<file path="src/hdl/assert_macros.svh">
// Assertion helpers for the clipper RTL. Each macro samples on clk_i and is
// disabled while rst_ni is low.
`ifndef ASSERT_MACROS_SVH
`define ASSERT_MACROS_SVH
`ifndef ASSERT_OFF
`define ASSERT_IMP(lbl, ante, cons) \
  lbl: assert property (@(posedge clk_i) disable iff (!rst_ni) (ante) |-> (cons)) \
    else $error("assertion failed in %m");
`define ASSERT_NXT(lbl, ante, cons) \
  lbl: assert property (@(posedge clk_i) disable iff (!rst_ni) (ante) |=> (cons)) \
    else $error("assertion failed in %m");
`else
`define ASSERT_IMP(lbl, ante, cons)
`define ASSERT_NXT(lbl, ante, cons)
`endif
`endif

</file>
<file path="src/hdl/rpc_pkg.sv">
// ----------------------------------------------------------------------------
// rpc_pkg
// Shared types and constants of the rectangle polygon clipper.
// ----------------------------------------------------------------------------
package rpc_pkg;

  localparam int NUM_STAGES = 4;

  // Cell sequencer states
  typedef enum logic [2:0] {
    CS_IDLE,
    CS_EVAL,
    CS_MUL,
    CS_DIV,
    CS_EMIT_X,
    CS_EMIT_P,
    CS_FWD
  } cell_state_e;

  // Configuration register indexes
  typedef enum logic [1:0] {
    REG_XMIN = 2'd0,
    REG_XMAX = 2'd1,
    REG_YMIN = 2'd2,
    REG_YMAX = 2'd3
  } cfg_reg_e;

  // Token kind carried with every item between cells
  typedef struct packed {
    logic vtx;    // item carries a vertex
    logic close;  // item closes the polygon
  } tok_t;

  // Stage 0 and 2 test x against a vertical boundary
  function automatic logic stage_vert(input int st);
    return (st == 0) || (st == 2);
  endfunction

  // Stage 0 and 3 keep points at or above the boundary
  function automatic logic stage_ge(input int st);
    return (st == 0) || (st == 3);
  endfunction

endpackage

</file>
<file path="src/hdl/rpc_hold.sv">
// ----------------------------------------------------------------------------
// rpc_hold
// Holds each clipped vertex back by one so the final one carries the last
// flag; turns an empty polygon into a single empty marker.
// ----------------------------------------------------------------------------
module rpc_hold #(
  parameter int CB = 16
) (
  input  logic                 clk_i,
  input  logic                 rst_ni,
  input  logic                 in_valid_i,
  output logic                 in_ready_o,
  input  logic signed [CB-1:0] in_x_i,
  input  logic signed [CB-1:0] in_y_i,
  input  rpc_pkg::tok_t        in_tok_i,
  output logic                 out_valid_o,
  input  logic                 out_ready_i,
  output logic signed [CB-1:0] out_x_o,
  output logic signed [CB-1:0] out_y_o,
  output logic                 out_last_o,
  output logic                 out_empty_o
);

  logic                 hold_v_q, out_valid_q, out_last_q, out_empty_q;
  logic signed [CB-1:0] hold_x_q, hold_y_q, out_x_q, out_y_q;
  logic                 acc, load_out;

  assign in_ready_o = !out_valid_q || out_ready_i;
  assign acc        = in_valid_i && in_ready_o;
  assign load_out   = acc && (in_tok_i.close || hold_v_q);

  // Control: hold flag and output valid
  always_ff @(posedge clk_i or negedge rst_ni) begin
    if (!rst_ni) begin
      hold_v_q    <= 1'b0;
      out_valid_q <= 1'b0;
    end else begin
      if (acc) hold_v_q <= !in_tok_i.close;
      if (load_out)         out_valid_q <= 1'b1;
      else if (out_ready_i) out_valid_q <= 1'b0;
    end
  end

  // Payload: held vertex and output item
  always_ff @(posedge clk_i) begin
    if (acc && !in_tok_i.close) begin
      hold_x_q <= in_x_i;
      hold_y_q <= in_y_i;
    end
    if (load_out) begin
      out_x_q     <= hold_v_q ? hold_x_q : '0;
      out_y_q     <= hold_v_q ? hold_y_q : '0;
      out_last_q  <= in_tok_i.close;
      out_empty_q <= in_tok_i.close && !hold_v_q;
    end
  end

  assign out_valid_o = out_valid_q;
  assign out_x_o     = out_x_q;
  assign out_y_o     = out_y_q;
  assign out_last_o  = out_last_q;
  assign out_empty_o = out_empty_q;

endmodule
</file>
<file path="config.mk">
export PLATFORM = sky130hd
export DESIGN_NAME = rpc_hold
export DESIGN_NICKNAME = d
export VERILOG_FILES = /design/src/hdl/assert_macros.svh /design/src/hdl/rpc_pkg.sv /design/src/hdl/rpc_hold.sv
export SDC_FILE = /design/constraint.sdc
export NUM_CORES = 1
export LEC_CHECK = 0
export BUFFER_PORTS_ARGS = -buffer_cell sky130_fd_sc_hd__buf_2
export CORE_ASPECT_RATIO = 1.2
export CORE_MARGIN = 2
export CORE_UTILIZATION = 45
export DETAILED_ROUTE_END_ITERATION = 10
export PLACE_DENSITY_LB_ADDON = 0.15
export RECOVER_POWER = 25
export SLEW_MARGIN = 20
export SYNTH_ARGS = -nofsm -noshare
export SYNTH_HDL_FRONTEND = slang
export SYNTH_SLANG_ARGS = --single-unit
</file>
<file path="constraint.sdc">
create_clock -name clk_i -period 3 [get_ports clk_i]
set_input_delay 0 -clock clk_i [delete_from_list [all_inputs] [get_ports clk_i]]
set_output_delay 0 -clock clk_i [all_outputs]
set_load 0.01 [all_outputs]
</file>
==> impl_metrics.tcl, run 1 <==
set metrics [dict create \
    swShare_pct 20.9 \
    ctsResizeCount 0 \
    seq_power_share_pct 55.8 \
    drtIter0Drc 76 \
    dr.pass1.iters 4 \
    cp-start-kind "flip-flop" \
    path_max_fanout 17 \
    grt_pass1_vias 1402 \
    grt.total_usage_pct 15.2 \
    finalCritPeriodShare_pct 63.3 \
    nFillCells 369 \
    grt_pass1_wl_um 6450 \
    clk_latency_ns 0.33 \
    synth_warnings 0 \
    portBuffers 72 \
    setup_viol 0 \
    final_antenna_net_count 0 \
    wl_met2_um 2140 \
    globalplace.congestion 0.696 \
    wl_met1_um 1670 \
    ys_seq_area_share_pct 86.6 \
    period_needed_ns 1.90 \
    grt_setup_unrepaired "no" \
    dieHeight_um 83.1 \
    fmax_mhz 526 \
    worstPathArrival_ns 1.92 \
    pwr-share-clk_pct 33.9 \
    min_path_type "input pin to flip-flop" \
    yosysUniqueCellTypes 12 \
    die_area_sq_um 5810 \
    cts_setup_buffers 0 \
    wl_per_cell_um 14.0 \
    status "finished clean" \
    start_util_pct 47.2 \
    antennaDiodeCount 0 \
    nets 270 \
    tns_ns 0 \
    core-area_sq_um 4970 \
    drc_errors 0 \
    required_ns 3.02 \
    crit_type "flip-flop to flip-flop" \
    cts-root-buf "clkbuf_8" \
    wl_met3_um 276 \
    final-hold-violation-count 0 \
    placed_cells 245 \
    cts_hold_buf 36 \
    vias 1354 \
    highest_layer "met4" \
    cts.path.max_buffers 2 \
    cts_tree "built" \
    grt_max_degree 35 \
    cts_sinks 68 \
    synth-seq-cells 68 \
    p_int_mw 1.61 \
    io_pins 74 \
    synthCells 113 \
    die_w_um 69.9 \
    fp-row-count 28 \
    combPwrFrac_pct 10.3 \
    clock_skew_ns 0.00442 \
    vias_per_cell 4.56 \
    power.total_mw 2.03 \
    synth_nets 151 \
    slew_viol_final 0 \
    cts_buffers 9 \
    cts-htree-levels 3 \
    max_slew_margin_pct 46.0 \
    end_kind "flip-flop" \
    area_delta_synth_final_pct 42.3 \
    syn_area_per_cell_sq_um 20.8 \
    layout-drive-gt1-share_pct 46.8 \
    p_sw_uw 424 \
    leakagePower_nw 1.31 \
    antenna_found_initial 0 \
    power_density_nw_per_um2 607 \
    hold_ws_ns 0.0878 \
    drv_cap 0 \
    tightest_slew_ns 0.807 \
    ir_drop_mv 0.393 \
    wirelength_um 4170 \
    overflow 0 \
    dpl.hpwl_um 2550 \
    final_cells 297 \
    synth_area_sq_um 2350 \
    clk_pin_slew_ns 0.07 \
]
cells in the mapped netlist, drive strengths merged:
master | instances | area (sq um)
and2 | 32 | 240
and2b | 1 | 8.76
clkbuf | 3 | 15.0
dfrtp | 2 | 50.1
edfxtp | 66 | 1980
inv | 2 | 7.51
nand2 | 1 | 3.75
nand2b | 1 | 6.26
nor2 | 1 | 3.75
nor2b | 1 | 8.76
nor3 | 1 | 10.0
o21ai | 2 | 10.0
critical path: stages (launching register included):
cell     delay [ns]
dfrtp_1        0.37
nor2b_2        0.20
nor3_4         0.63
buf_4          0.38
registers in the layout (all words and copies together), names as in the netlist:
signal / count
hold_x_q: 16
hold_y_q: 16
out_x_o: 16
out_y_o: 16
hold_v_q: 1
out_empty_o: 1
out_last_o: 1
out_valid_o: 1
area by class of cell:
type	instances	area [sq um]	area share (%)
clock buffer	13	139	4.16
clock inverter	3	37.5	1.12
inverter	2	7.51	0.225
multi-input combinational	40	305	9.14
sequential	68	2030	60.8
tap	60	75.1	2.25
timing repair buffer	111	743	22.3
power groups by stage:
stage	clock [mW]	sequential, mW	combinational (mW)
2_1_floorplan	0	1.18	0.0669
3_3_place_gp	0	1.15	0.171
3_5_place_dp	0	1.15	0.178
4_1_cts	0.704	1.13	0.215
5_1_grt	0.748	1.14	0.228
6_report	0.687	1.13	0.209
stage by stage:
stage	utilization (%)	setup slack (ns)	cell area, sq um
CTS	67.4	1.08	3350
floorplan	-	0.543	2350
global placement	56.6	1.18	2820
detailed placement	56.6	1.07	2820
global route	67.1	0.968	3340
finish	67.1	1.10	3340
final timing paths:
check	startpoint	to	slack, ns	cells past startpoint
setup / recovery	out_valid_o	hold_y_q[11]	1.10	3
hold / removal	in_valid_i	out_valid_o	0.09	3
setup reg to reg	out_valid_o	hold_y_q[11]	1.10	3
hold reg to reg	hold_y_q[11]	out_y_o[11]	0.53	1
max in group asynchronous	rst_ni	hold_v_q	2.33	3
min in group asynchronous	rst_ni	out_valid_o	0.54	3
placed cells by master (no fill, tap or decap), types with 2 or more instances in the layout:
cell type	n
buf_4	2
edfxtp_1	66
and2_2	32
inv_1	2
clkbuf_8	9
clkinv_1	2
o21ai_0	2
clkbuf_1	13
buf_2	62
dfrtp_1	2
dlygate4sd3_1	36
layer usage:
metal  GRT usage, %  up-vias
met4           7.34        0
met5              0        -
li1               -      646
met1           17.5      644
met3           6.07       10
met2           24.5       54
logic make-up after synthesis:
logic type | count (synthesis) | synth area share (%)
AOI/OAI and AO/OA | 2 | 0.427
buffers and inverters | 5 | 0.960
DFF | 68 | 86.6
and+or+nand+nor | 38 | 12.0
No activity file was read; power rests on OpenSTA's default activity.
==> run 2: changes to the inputs <==
--- a/config.mk
+++ b/config.mk
@@ -5,6 +5,7 @@
 export SDC_FILE = /design/constraint.sdc
 export NUM_CORES = 1
 export LEC_CHECK = 0
+export ABC_AREA = 1
 export BUFFER_PORTS_ARGS = -buffer_cell sky130_fd_sc_hd__buf_2
 export CORE_ASPECT_RATIO = 1.2
 export CORE_MARGIN = 2
==> constraint.sdc (replaced) <==
create_clock -name clk_i -period 1.85 [get_ports clk_i]
set_input_delay 0 -clock clk_i [delete_from_list [all_inputs] [get_ports clk_i]]
set_output_delay 0 -clock clk_i [all_outputs]
set_load 0.01 [all_outputs]
==> impl_metrics.tcl, run 2 <==
set metrics [dict create \
    portBuffers 72 \
    nets 306 \
    cts_hold_buf 36 \
    drv_cap 0 \
    synthCells 149 \
    max_slew_margin_pct 76.6 \
    synth_area_sq_um 2390 \
    swShare_pct 22.2 \
    dpl_worst_slack_ns 0.547 \
    placed_cell_area_sq_um 2810 \
    async_reset_ff_share_pct 2.94 \
    drtIter0Drc 91 \
    post-synth-top-count-cell "edfxtp_1" \
    worst_path_most_repeated_cell "nand2_1" \
    pwr-share-clk_pct 30.3 \
    wl_met3_um 255 \
    required_ns 1.86 \
    cts_sinks 68 \
    tns_ns 0 \
    grt.total_usage_pct 14.0 \
    die_area_sq_um 5910 \
    finalCritPeriodShare_pct 70.2 \
    area_delta_synth_final_pct 38.5 \
    wirelength_um 3990 \
    ir_drop_mv 0.467 \
    antennaDiodeCount 0 \
    cts.path.max_buffers 2 \
    yosys-top-cells-area "edfxtp_1, inv_1, nand2_1" \
    vias 1421 \
    antenna_found_initial 0 \
    synth-seq-cells 68 \
    cts-htree-levels 3 \
    grt_setup_unrepaired "no" \
    final_antenna_net_count 0 \
    final-hold-violation-count 0 \
    cts_tree "built" \
    dieHeight_um 83.8 \
    ys_seq_area_share_pct 85.1 \
    path_buf_inv 1 \
    max_stage_delay_ns 0.38 \
    tightest_slew_ns 0.351 \
    period_needed_ns 1.30 \
    overflow 0 \
    clock_skew_ns 0.00924 \
    final_common_cell "edfxtp_1" \
    p_sw_uw 692 \
    grt_pass1_vias 1386 \
    vias_per_cell 4.27 \
    power_density_nw_per_um2 941 \
    clk_pin_slew_ns 0.06 \
    synth_nets 187 \
    cp_cell_sequence "nand2_1, nand2_1, nor2_4, buf_4" \
    grt_max_degree 35 \
    power.total_mw 3.11 \
    synth_commonest_cells "edfxtp_1, inv_1, nand2_1" \
    cp-start-kind "flip-flop" \
    nFillCells 404 \
    cts-root-buf "clkbuf_8" \
    min_path_type "input pin to flip-flop" \
    yosysUniqueCellTypes 11 \
    core-area_sq_um 5190 \
    cts_setup_buffers 0 \
    worstPathArrival_ns 1.31 \
    dpl.hpwl_um 2360 \
    final_cell_mix "edfxtp_1, buf_2, inv_1, nand2_1, dlygate4sd3_1" \
    combPwrFrac_pct 10.7 \
    final_cell_area_sq_um 3310 \
    highest_layer "met4" \
    finalWorstSetupSlack_ns 0.551 \
    ctsResizeCount 0 \
    wl_met2_um 2030 \
    end_kind "flip-flop" \
    synth_top_flop_cell "edfxtp_1" \
    crit_type "flip-flop to flip-flop" \
    drc_errors 0 \
    clk_latency_ns 0.32 \
    cts_buffers 9 \
    seq_power_share_pct 59.0 \
    synth_edf_count 66 \
    wl_per_cell_um 12.0 \
    yosysTopAreaCell "edfxtp_1" \
    crit_path_top_delay_cell "dfrtp_1" \
    synth.top_cell.area_share_pct 83.0 \
    fmax_mhz 770 \
    syn_area_per_cell_sq_um 16.0 \
    globalplace.congestion 0.686 \
    grt_pass1_wl_um 6070 \
    dr.pass1.iters 6 \
    status "finished clean" \
    slew_viol_final 0 \
    leakagePower_nw 1.53 \
    start_util_pct 46.0 \
    path_max_fanout 17 \
    cpLargestDelayFamily "flip-flops" \
    wl_met1_um 1650 \
    die_w_um 70.5 \
    setup_viol 0 \
    fp-row-count 29 \
    layout-drive-gt1-share_pct 29.2 \
    io_pins 74 \
    synth_warnings 0 \
    p_int_mw 2.42 \
]
-- run 2: cell count changes after synthesis, sizes merged, moves of 2 or more --
cell    before  now
inv          2   36
clkbuf       3    0
nand2        1   36
nor2         1    3
buf          0    4
and2        32    0
-- run 2: final cells by class --
type	instances	area, sq um	area share, %
Clock buffer	10	128	3.86
Clock inverter	4	18.8	0.568
Inverter	36	135	4.09
Multi-Input combinational cell	41	166	5.03
Sequential cell	68	2030	61.4
Tap cell	62	77.6	2.35
Timing Repair Buffer	112	749	22.7
-- run 2: worst paths after layout --
check	from	slack, ns	endpoint	cells past startpoint
min in group asynchronous	rst_ni	0.53	hold_v_q	3
min	out_ready_i	0.01	out_valid_o	4
min reg2reg	hold_y_q[9]	0.49	out_y_o[9]	2
max in group asynchronous	rst_ni	1.19	out_valid_o	3
max reg2reg	out_valid_o	0.55	out_x_o[6]	4
max	out_valid_o	0.55	out_x_o[6]	4
-- run 2: kinds of logic after synthesis --
logic type             Yosys count  synth area share [%]
buffers and inverters           40                  8.23
flip-flops                      68                  85.1
AO/OA/AOI/OAI                    1                 0.209
AND/OR/NAND/NOR                 40                  6.45
-- run 2: power by group through the flow --
stage                     Combinational, mW  Sequential [mW]  Clock (mW)
after global placement                0.274             1.87           0
after detailed placement              0.283             1.87           0
final                                 0.332             1.84       0.944
after floorplan                       0.142             1.90           0
after CTS                             0.341             1.84       0.976
after global routing                  0.369             1.84        1.04
-- run 2: worst register-to-register path: stages, from the launching register on --
cell and delay, ns:
dfrtp_1 0.38, nand2_1 0.12, nand2_1 0.12, nor2_4 0.10
buf_4 0.26
-- run 2: through the flow --
| step | util, % | std cells | hold WS, ns |
|---|---|---|---|
| floorplan | - | 149 | -0.296 |
| global placement | 54.2 | 283 | -0.212 |
| detailed placement | 54.2 | 283 | -0.207 |
| CTS | 64.0 | 333 | 0.0147 |
| global route | 63.7 | 333 | 0.0135 |
| finish | 63.7 | 333 | 0.0122 |
-- run 2: layer usage --
metal  up-vias  track usage [%]
met5         -                0
met4         0             6.82
met3         7             4.95
met2        54             23.7
met1       645             15.6
li1        715                -
