[config.mk]
export PLATFORM = sky130hd
export DESIGN_NAME = rpc_cell
export DESIGN_NICKNAME = d
export VERILOG_FILES = /design/src/hdl/assert_macros.svh /design/src/hdl/rpc_pkg.sv /design/src/hdl/rpc_cell.sv
export SDC_FILE = /design/constraint.sdc
export NUM_CORES = 1
export LEC_CHECK = 0
export BUFFER_PORTS_ARGS = -buffer_cell sky130_fd_sc_hd__buf_2
export CORE_ASPECT_RATIO = 2
export CORE_UTILIZATION = 40
export CTS_CLUSTER_DIAMETER = 120
export DETAILED_ROUTE_END_ITERATION = 12
export SETUP_SLACK_MARGIN = 0.15
export SLEW_MARGIN = 25
export SYNTH_ARGS = -nofsm -noshare
export SYNTH_HDL_FRONTEND = slang
export SYNTH_SLANG_ARGS = --single-unit
[constraint.sdc]
create_clock -name clk_i -period 9.51 [get_ports clk_i]
set_input_delay 1.902 -clock clk_i [delete_from_list [all_inputs] [get_ports clk_i]]
set_output_delay 1.902 -clock clk_i [all_outputs]
set_load 0.005 [all_outputs]
[src/hdl/assert_macros.svh]
// Assertion helpers for the clipper RTL. Each macro samples on clk_i and is
// disabled while rst_ni is low.
`ifndef ASSERT_MACROS_SVH
`define ASSERT_MACROS_SVH
`ifndef ASSERT_OFF
`define ASSERT_IMP(lbl, ante, cons) \
  lbl: assert property (@(posedge clk_i) disable iff (!rst_ni) (ante) |-> (cons)) \
    else $error("assertion failed in %m");
`define ASSERT_NXT(lbl, ante, cons) \
  lbl: assert property (@(posedge clk_i) disable iff (!rst_ni) (ante) |=> (cons)) \
    else $error("assertion failed in %m");
`else
`define ASSERT_IMP(lbl, ante, cons)
`define ASSERT_NXT(lbl, ante, cons)
`endif
`endif

[src/hdl/rpc_pkg.sv]
// ----------------------------------------------------------------------------
// rpc_pkg
// Shared types and constants of the rectangle polygon clipper.
// ----------------------------------------------------------------------------
package rpc_pkg;

  localparam int NUM_STAGES = 4;

  // Cell sequencer states
  typedef enum logic [2:0] {
    CS_IDLE,
    CS_EVAL,
    CS_MUL,
    CS_DIV,
    CS_EMIT_X,
    CS_EMIT_P,
    CS_FWD
  } cell_state_e;

  // Configuration register indexes
  typedef enum logic [1:0] {
    REG_XMIN = 2'd0,
    REG_XMAX = 2'd1,
    REG_YMIN = 2'd2,
    REG_YMAX = 2'd3
  } cfg_reg_e;

  // Token kind carried with every item between cells
  typedef struct packed {
    logic vtx;    // item carries a vertex
    logic close;  // item closes the polygon
  } tok_t;

  // Stage 0 and 2 test x against a vertical boundary
  function automatic logic stage_vert(input int st);
    return (st == 0) || (st == 2);
  endfunction

  // Stage 0 and 3 keep points at or above the boundary
  function automatic logic stage_ge(input int st);
    return (st == 0) || (st == 3);
  endfunction

endpackage

[src/hdl/rpc_cell.sv]
// ----------------------------------------------------------------------------
// rpc_cell
// One clip stage: keeps first and previous vertex, emits crossing and inside
// vertex per edge, closes the polygon on a close token.
// ----------------------------------------------------------------------------
module rpc_cell #(
  parameter int CB    = 16,
  parameter int STAGE = 0
) (
  input  logic                 clk_i,
  input  logic                 rst_ni,
  input  logic signed [CB-1:0] bound_i,
  input  logic                 in_valid_i,
  output logic                 in_ready_o,
  input  logic signed [CB-1:0] in_x_i,
  input  logic signed [CB-1:0] in_y_i,
  input  rpc_pkg::tok_t        in_tok_i,
  output logic                 out_valid_o,
  input  logic                 out_ready_i,
  output logic signed [CB-1:0] out_x_o,
  output logic signed [CB-1:0] out_y_o,
  output rpc_pkg::tok_t        out_tok_o
);

  localparam logic VERT = rpc_pkg::stage_vert(STAGE);
  localparam logic GE   = rpc_pkg::stage_ge(STAGE);
  localparam int   PW   = 2 * CB + 2;
  localparam int   CW   = $clog2(PW);
  localparam logic [CW-1:0] CNT_LAST = CW'(PW - 1);

  rpc_pkg::cell_state_e state_q, state_d;

  logic signed [CB-1:0] first_x_q, first_y_q, prev_x_q, prev_y_q;
  logic signed [CB-1:0] s_x_q, s_y_q, p_x_q, p_y_q;
  logic                 seen_q, close_pend_q, fwd_q;
  logic [CB:0]          a_q, b_q, den_q;
  logic                 neg_q, pin_q;
  logic [PW-1:0]        dq_q;
  logic [CB+1:0]        rem_q;
  logic [CW-1:0]        cnt_q;
  logic                 out_valid_q;
  logic signed [CB-1:0] out_x_q, out_y_q;
  rpc_pkg::tok_t        out_tok_q;

  logic                 out_free, go_after, load_out;
  logic signed [CB-1:0] ld_x, ld_y;
  rpc_pkg::tok_t        ld_tok;
  logic                 pin, sin;
  logic signed [CB:0]   num, tt, den;
  logic [CB:0]          num_m, tt_m, den_m;
  logic [CB+1:0]        rem2;
  logic                 ge;
  logic [CB-1:0]        q, qs;

  assign out_free = !out_valid_q || out_ready_i;

  // Half-plane tests and crossing operands on the current edge s -> p
  always_comb begin
    if (VERT) begin
      pin = GE ? (p_x_q >= bound_i) : (p_x_q <= bound_i);
      sin = GE ? (s_x_q >= bound_i) : (s_x_q <= bound_i);
      num = (CB+1)'(p_y_q) - (CB+1)'(s_y_q);
      tt  = (CB+1)'(bound_i) - (CB+1)'(s_x_q);
      den = (CB+1)'(p_x_q) - (CB+1)'(s_x_q);
    end else begin
      pin = GE ? (p_y_q >= bound_i) : (p_y_q <= bound_i);
      sin = GE ? (s_y_q >= bound_i) : (s_y_q <= bound_i);
      num = (CB+1)'(p_x_q) - (CB+1)'(s_x_q);
      tt  = (CB+1)'(bound_i) - (CB+1)'(s_y_q);
      den = (CB+1)'(p_y_q) - (CB+1)'(s_y_q);
    end
    num_m = num[CB] ? -num : num;
    tt_m  = tt[CB]  ? -tt  : tt;
    den_m = den[CB] ? -den : den;
  end

  // Restoring divider step, one quotient bit a cycle
  always_comb begin
    rem2 = {rem_q[CB:0], dq_q[PW-1]};
    ge   = rem2 >= {1'b0, den_q};
    q    = (den_q == '0) ? '0 : dq_q[CB-1:0];
    qs   = neg_q ? -q : q;
  end

  // Next state
  always_comb begin
    state_d  = state_q;
    go_after = 1'b0;
    unique case (state_q)
      rpc_pkg::CS_IDLE: begin
        if (in_valid_i) begin
          if (in_tok_i.vtx && !seen_q && !in_tok_i.close) state_d = rpc_pkg::CS_IDLE;
          else if (!in_tok_i.vtx && !seen_q)            state_d = rpc_pkg::CS_FWD;
          else                                          state_d = rpc_pkg::CS_EVAL;
        end
      end
      rpc_pkg::CS_EVAL: begin
        if (pin != sin)  state_d = rpc_pkg::CS_MUL;
        else if (pin)    state_d = rpc_pkg::CS_EMIT_P;
        else             go_after = 1'b1;
      end
      rpc_pkg::CS_MUL: state_d = rpc_pkg::CS_DIV;
      rpc_pkg::CS_DIV: begin
        if (cnt_q == CNT_LAST) state_d = rpc_pkg::CS_EMIT_X;
      end
      rpc_pkg::CS_EMIT_X: begin
        if (out_free) begin
          if (pin_q) state_d = rpc_pkg::CS_EMIT_P;
          else       go_after = 1'b1;
        end
      end
      rpc_pkg::CS_EMIT_P: begin
        if (out_free) go_after = 1'b1;
      end
      rpc_pkg::CS_FWD: begin
        if (out_free) state_d = rpc_pkg::CS_IDLE;
      end
      default: state_d = rpc_pkg::CS_IDLE;
    endcase
    if (go_after) begin
      if (close_pend_q) state_d = rpc_pkg::CS_EVAL;
      else if (fwd_q)   state_d = rpc_pkg::CS_FWD;
      else              state_d = rpc_pkg::CS_IDLE;
    end
  end

  // Outputs of the sequencer
  always_comb begin
    in_ready_o = 1'b0;
    load_out   = 1'b0;
    ld_x       = p_x_q;
    ld_y       = p_y_q;
    ld_tok     = '{vtx: 1'b1, close: 1'b0};
    unique case (state_q)
      rpc_pkg::CS_IDLE: in_ready_o = 1'b1;
      rpc_pkg::CS_EMIT_X: begin
        load_out = out_free;
        if (VERT) begin
          ld_x = bound_i;
          ld_y = s_y_q + $signed(qs);
        end else begin
          ld_x = s_x_q + $signed(qs);
          ld_y = bound_i;
        end
      end
      rpc_pkg::CS_EMIT_P: load_out = out_free;
      rpc_pkg::CS_FWD: begin
        load_out = out_free;
        ld_x     = '0;
        ld_y     = '0;
        ld_tok   = '{vtx: 1'b0, close: 1'b1};
      end
      default: ;
    endcase
  end

  // Control registers
  always_ff @(posedge clk_i or negedge rst_ni) begin
    if (!rst_ni) begin
      state_q      <= rpc_pkg::CS_IDLE;
      seen_q       <= 1'b0;
      close_pend_q <= 1'b0;
      fwd_q        <= 1'b0;
      out_valid_q  <= 1'b0;
    end else begin
      state_q <= state_d;
      if (state_q == rpc_pkg::CS_IDLE && in_valid_i) begin
        fwd_q <= in_tok_i.close;
        if (in_tok_i.vtx) begin
          seen_q       <= 1'b1;
          close_pend_q <= seen_q && in_tok_i.close;
        end else begin
          close_pend_q <= 1'b0;
        end
      end
      if (go_after && close_pend_q) close_pend_q <= 1'b0;
      if (state_q == rpc_pkg::CS_FWD && out_free) seen_q <= 1'b0;
      if (load_out)         out_valid_q <= 1'b1;
      else if (out_ready_i) out_valid_q <= 1'b0;
    end
  end

  // Vertex store, edge operands, divider and output payload
  always_ff @(posedge clk_i) begin
    if (state_q == rpc_pkg::CS_IDLE && in_valid_i) begin
      if (in_tok_i.vtx) begin
        prev_x_q <= in_x_i;
        prev_y_q <= in_y_i;
        p_x_q    <= in_x_i;
        p_y_q    <= in_y_i;
        if (seen_q) begin
          s_x_q <= prev_x_q;
          s_y_q <= prev_y_q;
        end else begin
          first_x_q <= in_x_i;
          first_y_q <= in_y_i;
          s_x_q     <= in_x_i;
          s_y_q     <= in_y_i;
        end
      end else begin
        s_x_q <= prev_x_q;
        s_y_q <= prev_y_q;
        p_x_q <= first_x_q;
        p_y_q <= first_y_q;
      end
    end
    if (go_after && close_pend_q) begin
      s_x_q <= p_x_q;
      s_y_q <= p_y_q;
      p_x_q <= first_x_q;
      p_y_q <= first_y_q;
    end
    if (state_q == rpc_pkg::CS_EVAL) begin
      a_q   <= num_m;
      b_q   <= tt_m;
      den_q <= den_m;
      neg_q <= num[CB] ^ tt[CB] ^ den[CB];
      pin_q <= pin;
    end
    if (state_q == rpc_pkg::CS_MUL) begin
      dq_q  <= PW'(a_q * b_q);
      rem_q <= '0;
      cnt_q <= '0;
    end
    if (state_q == rpc_pkg::CS_DIV) begin
      dq_q  <= {dq_q[PW-2:0], ge};
      rem_q <= ge ? (rem2 - {1'b0, den_q}) : rem2;
      cnt_q <= cnt_q + 1'b1;
    end
    if (load_out) begin
      out_x_q   <= ld_x;
      out_y_q   <= ld_y;
      out_tok_q <= ld_tok;
    end
  end

  assign out_valid_o = out_valid_q;
  assign out_x_o     = out_x_q;
  assign out_y_o     = out_y_q;
  assign out_tok_o   = out_tok_q;

endmodule

==> impl_metrics.toml <==
[global_routing]
grt_pass1_vias = 20455
grt_max_degree = 69
grt_overflow_total = 0
grt_pass1_wl_um = 108000
grt_use_total_pct = 21.1
antenna_found_initial = 1

[yosys]
synth_cell_types = 75
ys_ff_latch = 279
synth.area.mux_share_pct = 3.29
synth_edf_count = 272
avgSynthCellArea_um2 = 9.85
synthArstFlopShare_pct = 2.51
yosysWarnings = 0
synth_xor_area_share_pct = 4.45
syn_inst = 2638
yosys_most_used_dff = "edfxtp_1"
synth_top_family_by_area = "adder cells"
netlist_area_um2 = 26000
synth_fp_nets = 3133
synth_fa_ha_area_share_pct = 27.8
synth_compound_area_share_pct = 11.0
synth-seq-area-share_pct = 32.1
yosys.area_share.simple_pct = 14.4

[placement]
detailed_place_hpwl_um = 54500
place_congestion = 0.918
place_ws_ns = 2.12
dpl-instance-area_um2 = 27400
io_buffers = 89

[setup_path]
path_class = "flip-flop to flip-flop"
start_kind = "flip-flop"
cp_data_arrival_time_ns = 7.83
cp.required_ns = 9.91
cp-end-kind = "flip-flop"
crit_fanout = 17

[clock_tree]
cts-htree-levels = 1
hold_buffers = 0
post_cts_resized = 0
clock_latency_ns = 0.58
cts_tree = "done"
cts.clk_slew.worst_paths_ns = 0.07
numCtsBuffers = 25
post-cts-setup-buffers = 0
cts.path.max_buffers = 3
cts_root_buf = "clkbuf_16"
clock_sinks = 279

[worst_hold_path]
worstHoldPathType = "flip-flop to flip-flop"

[layout]
fin_nets = 3173
drive_above_1_share_pct = 6.56
n_antenna_cell = 0
nFillCells = 6121
final_area_um2 = 28200
syn_to_final_growth_pct = 8.48

[timing]
max_slew_margin_pct = 30.8
maxSlewViolCount = 0
clock_skew_ns = 0.0222
setup_violations = 0
postLayoutSetupSlackWorst_ns = 2.08
period_share_pct = 78.1
fin_crit_ns = 7.43
hold_viol = 0
rsz0062_at_grt = "no"
tightest_slew_ns = 1.04
fin_tns_setup_ns = 0
fmax_ghz = 0.135

[floorplan]
start_util_pct = 40.6
core_area_um2 = 64100
dieArea_um2 = 66100
num_rows = 131
die_h_um = 363
io_pins = 90
die_x_um = 182

[run_status]
status = "complete, no violations"

[route]
num_vias = 18908
drc = 0
drt-total-wl_um = 68000
first_iter_violations = 967
viasPerCell = 5.31
wl_per_cell_um = 19.1
ant_nets = 0
drtPass1Iterations = 5

[job]
max_cap_violations = 0
## final timing paths
check                                   from                      end  slack, ns  cells after the start
max                         b_q[7]$_DFFE_PN_       dq_q[33]$_DFFE_PP_       2.08                     21
min                        fwd_q$_DFFE_PN0P_        fwd_q$_DFFE_PN0P_       0.50                      1
max reg2reg                 b_q[7]$_DFFE_PN_       dq_q[33]$_DFFE_PP_       2.08                     21
min reg2reg                fwd_q$_DFFE_PN0P_        fwd_q$_DFFE_PN0P_       0.50                      1
max in group asynchronous             rst_ni  out_valid_o$_DFFE_PN0P_       8.17                      1
min in group asynchronous             rst_ni   state_q[2]$_DFFE_PN0P_       1.16                      1
## area by class of cell
class	instances	area [µm²]	share of cell area (%)
clock buffer	26	629	2.23
clock inverter	20	191	0.679
inverter	391	1470	5.20
multi-input combinational	1875	15900	56.4
sequential	279	8340	29.6
tap	864	1080	3.83
timing repair buffer	106	593	2.10
## worst max-delay path: stages, from the launching register on
cell and delay [ns]:
edfxtp_1 0.67, and2_1 0.28, fa_1 0.53, inv_1 0.05
fa_1 0.52, inv_1 0.04, ha_1 0.21, fa_1 0.50
fa_1 0.51, inv_1 0.06, fa_1 0.53, inv_1 0.05
ha_1 0.32, a21o_1 0.20, a21oi_1 0.27, o21bai_1 0.12
a21o_1 0.20, a221oi_1 0.89, o31ai_1 0.38, a2111oi_0 0.62
nor2_1 0.11, a211oi_1 0.18
## metrics by stage
step	utilization [%]	hold slack (ns)	cells
after floorplan	-	0.458	2638
after global placement	42.7	0.473	3514
after detailed placement	42.7	0.477	3514
after CTS	44.0	0.493	3560
after global routing	44.0	0.518	3561
final	44.0	0.496	3561
## sequential cells by signal, summed over array words and instances, names as in the netlist, 3 cells and up
| register | flops |
|---|---|
| cnt_q | 6 |
| s_y_q | 16 |
| prev_y_q | 16 |
| first_y_q | 16 |
| out_x_o | 16 |
| state_q | 3 |
| s_x_q | 16 |
| first_x_q | 16 |
| den_q | 17 |
| rem_q | 17 |
| dq_q | 34 |
| prev_x_q | 16 |
| a_q | 17 |
| out_y_o | 16 |
| p_y_q | 16 |
| p_x_q | 16 |
| b_q | 17 |
## synthesized netlist by cell type, drive strengths merged (13+ instances only)
cell type,number,area share [%]
nand3,22,0.42
xnor2,72,2.4
clkbuf,81,1.2
o21ai,108,2.1
or3,18,0.50
inv,391,5.6
mux2i,45,1.7
nor2,142,2.1
and2,128,3.1
fa,229,18
mux2,36,1.6
nor2b,23,0.55
a31oi,20,0.48
o21a,17,0.49
nand2,326,4.7
a211oi,23,0.66
a21o,42,1.2
xor2,60,2.0
o31ai,34,0.98
edfxtp,272,31
a21oi,100,1.9
nor3b,13,0.38
ha,212,10
nor3,41,0.81
nand2b,20,0.48
## cell families after synthesis
| logic type | Yosys count |
|---|---|
| mux | 81 |
| compound gates | 436 |
| flops | 279 |
| simple gates | 785 |
| xor+xnor | 132 |
| fa+ha+maj | 441 |
| buf+inv | 484 |
## layout by cell type, fill, tap and decap left out, types with 8 or more instances in the layout
cell,Yosys,routed
nor2_1,142,140
edfxtp_1,272,272
and3_1,11,9
o211ai_1,9,9
mux2i_1,45,45
buf_4,0,16
ha_1,212,212
buf_2,1,89
mux2_1,32,32
a31oi_1,20,20
nor3b_1,13,13
nor3_1,40,39
fa_1,229,229
a21oi_1,100,99
inv_1,390,390
clkbuf_16,0,25
or3_1,14,14
nand2b_1,20,18
a22o_1,9,9
o21ai_1,38,38
nand3_1,22,22
a211o_1,9,9
nor4_1,11,11
xnor2_1,72,72
xor2_1,60,60
o21ai_0,70,70
nor2b_1,23,22
a21o_1,42,42
and2_1,128,127
nand2_1,326,324
a211oi_1,23,23
o21a_1,17,17
nand4_1,8,8
o31ai_1,34,34
## metal layers
metal  part of all wire, %  vias to the layer above  track usage (%)
met2                    55                      485             41.3
met3                   2.6                      178             1.31
met1                    36                     9284             21.5
met5                     0                        -                0
met4                   6.5                        0             13.0
li1                      -                     8961                -
Power is not shown: default switching activity piles up to over one toggle a cycle in this logic, so the estimate is an artifact.
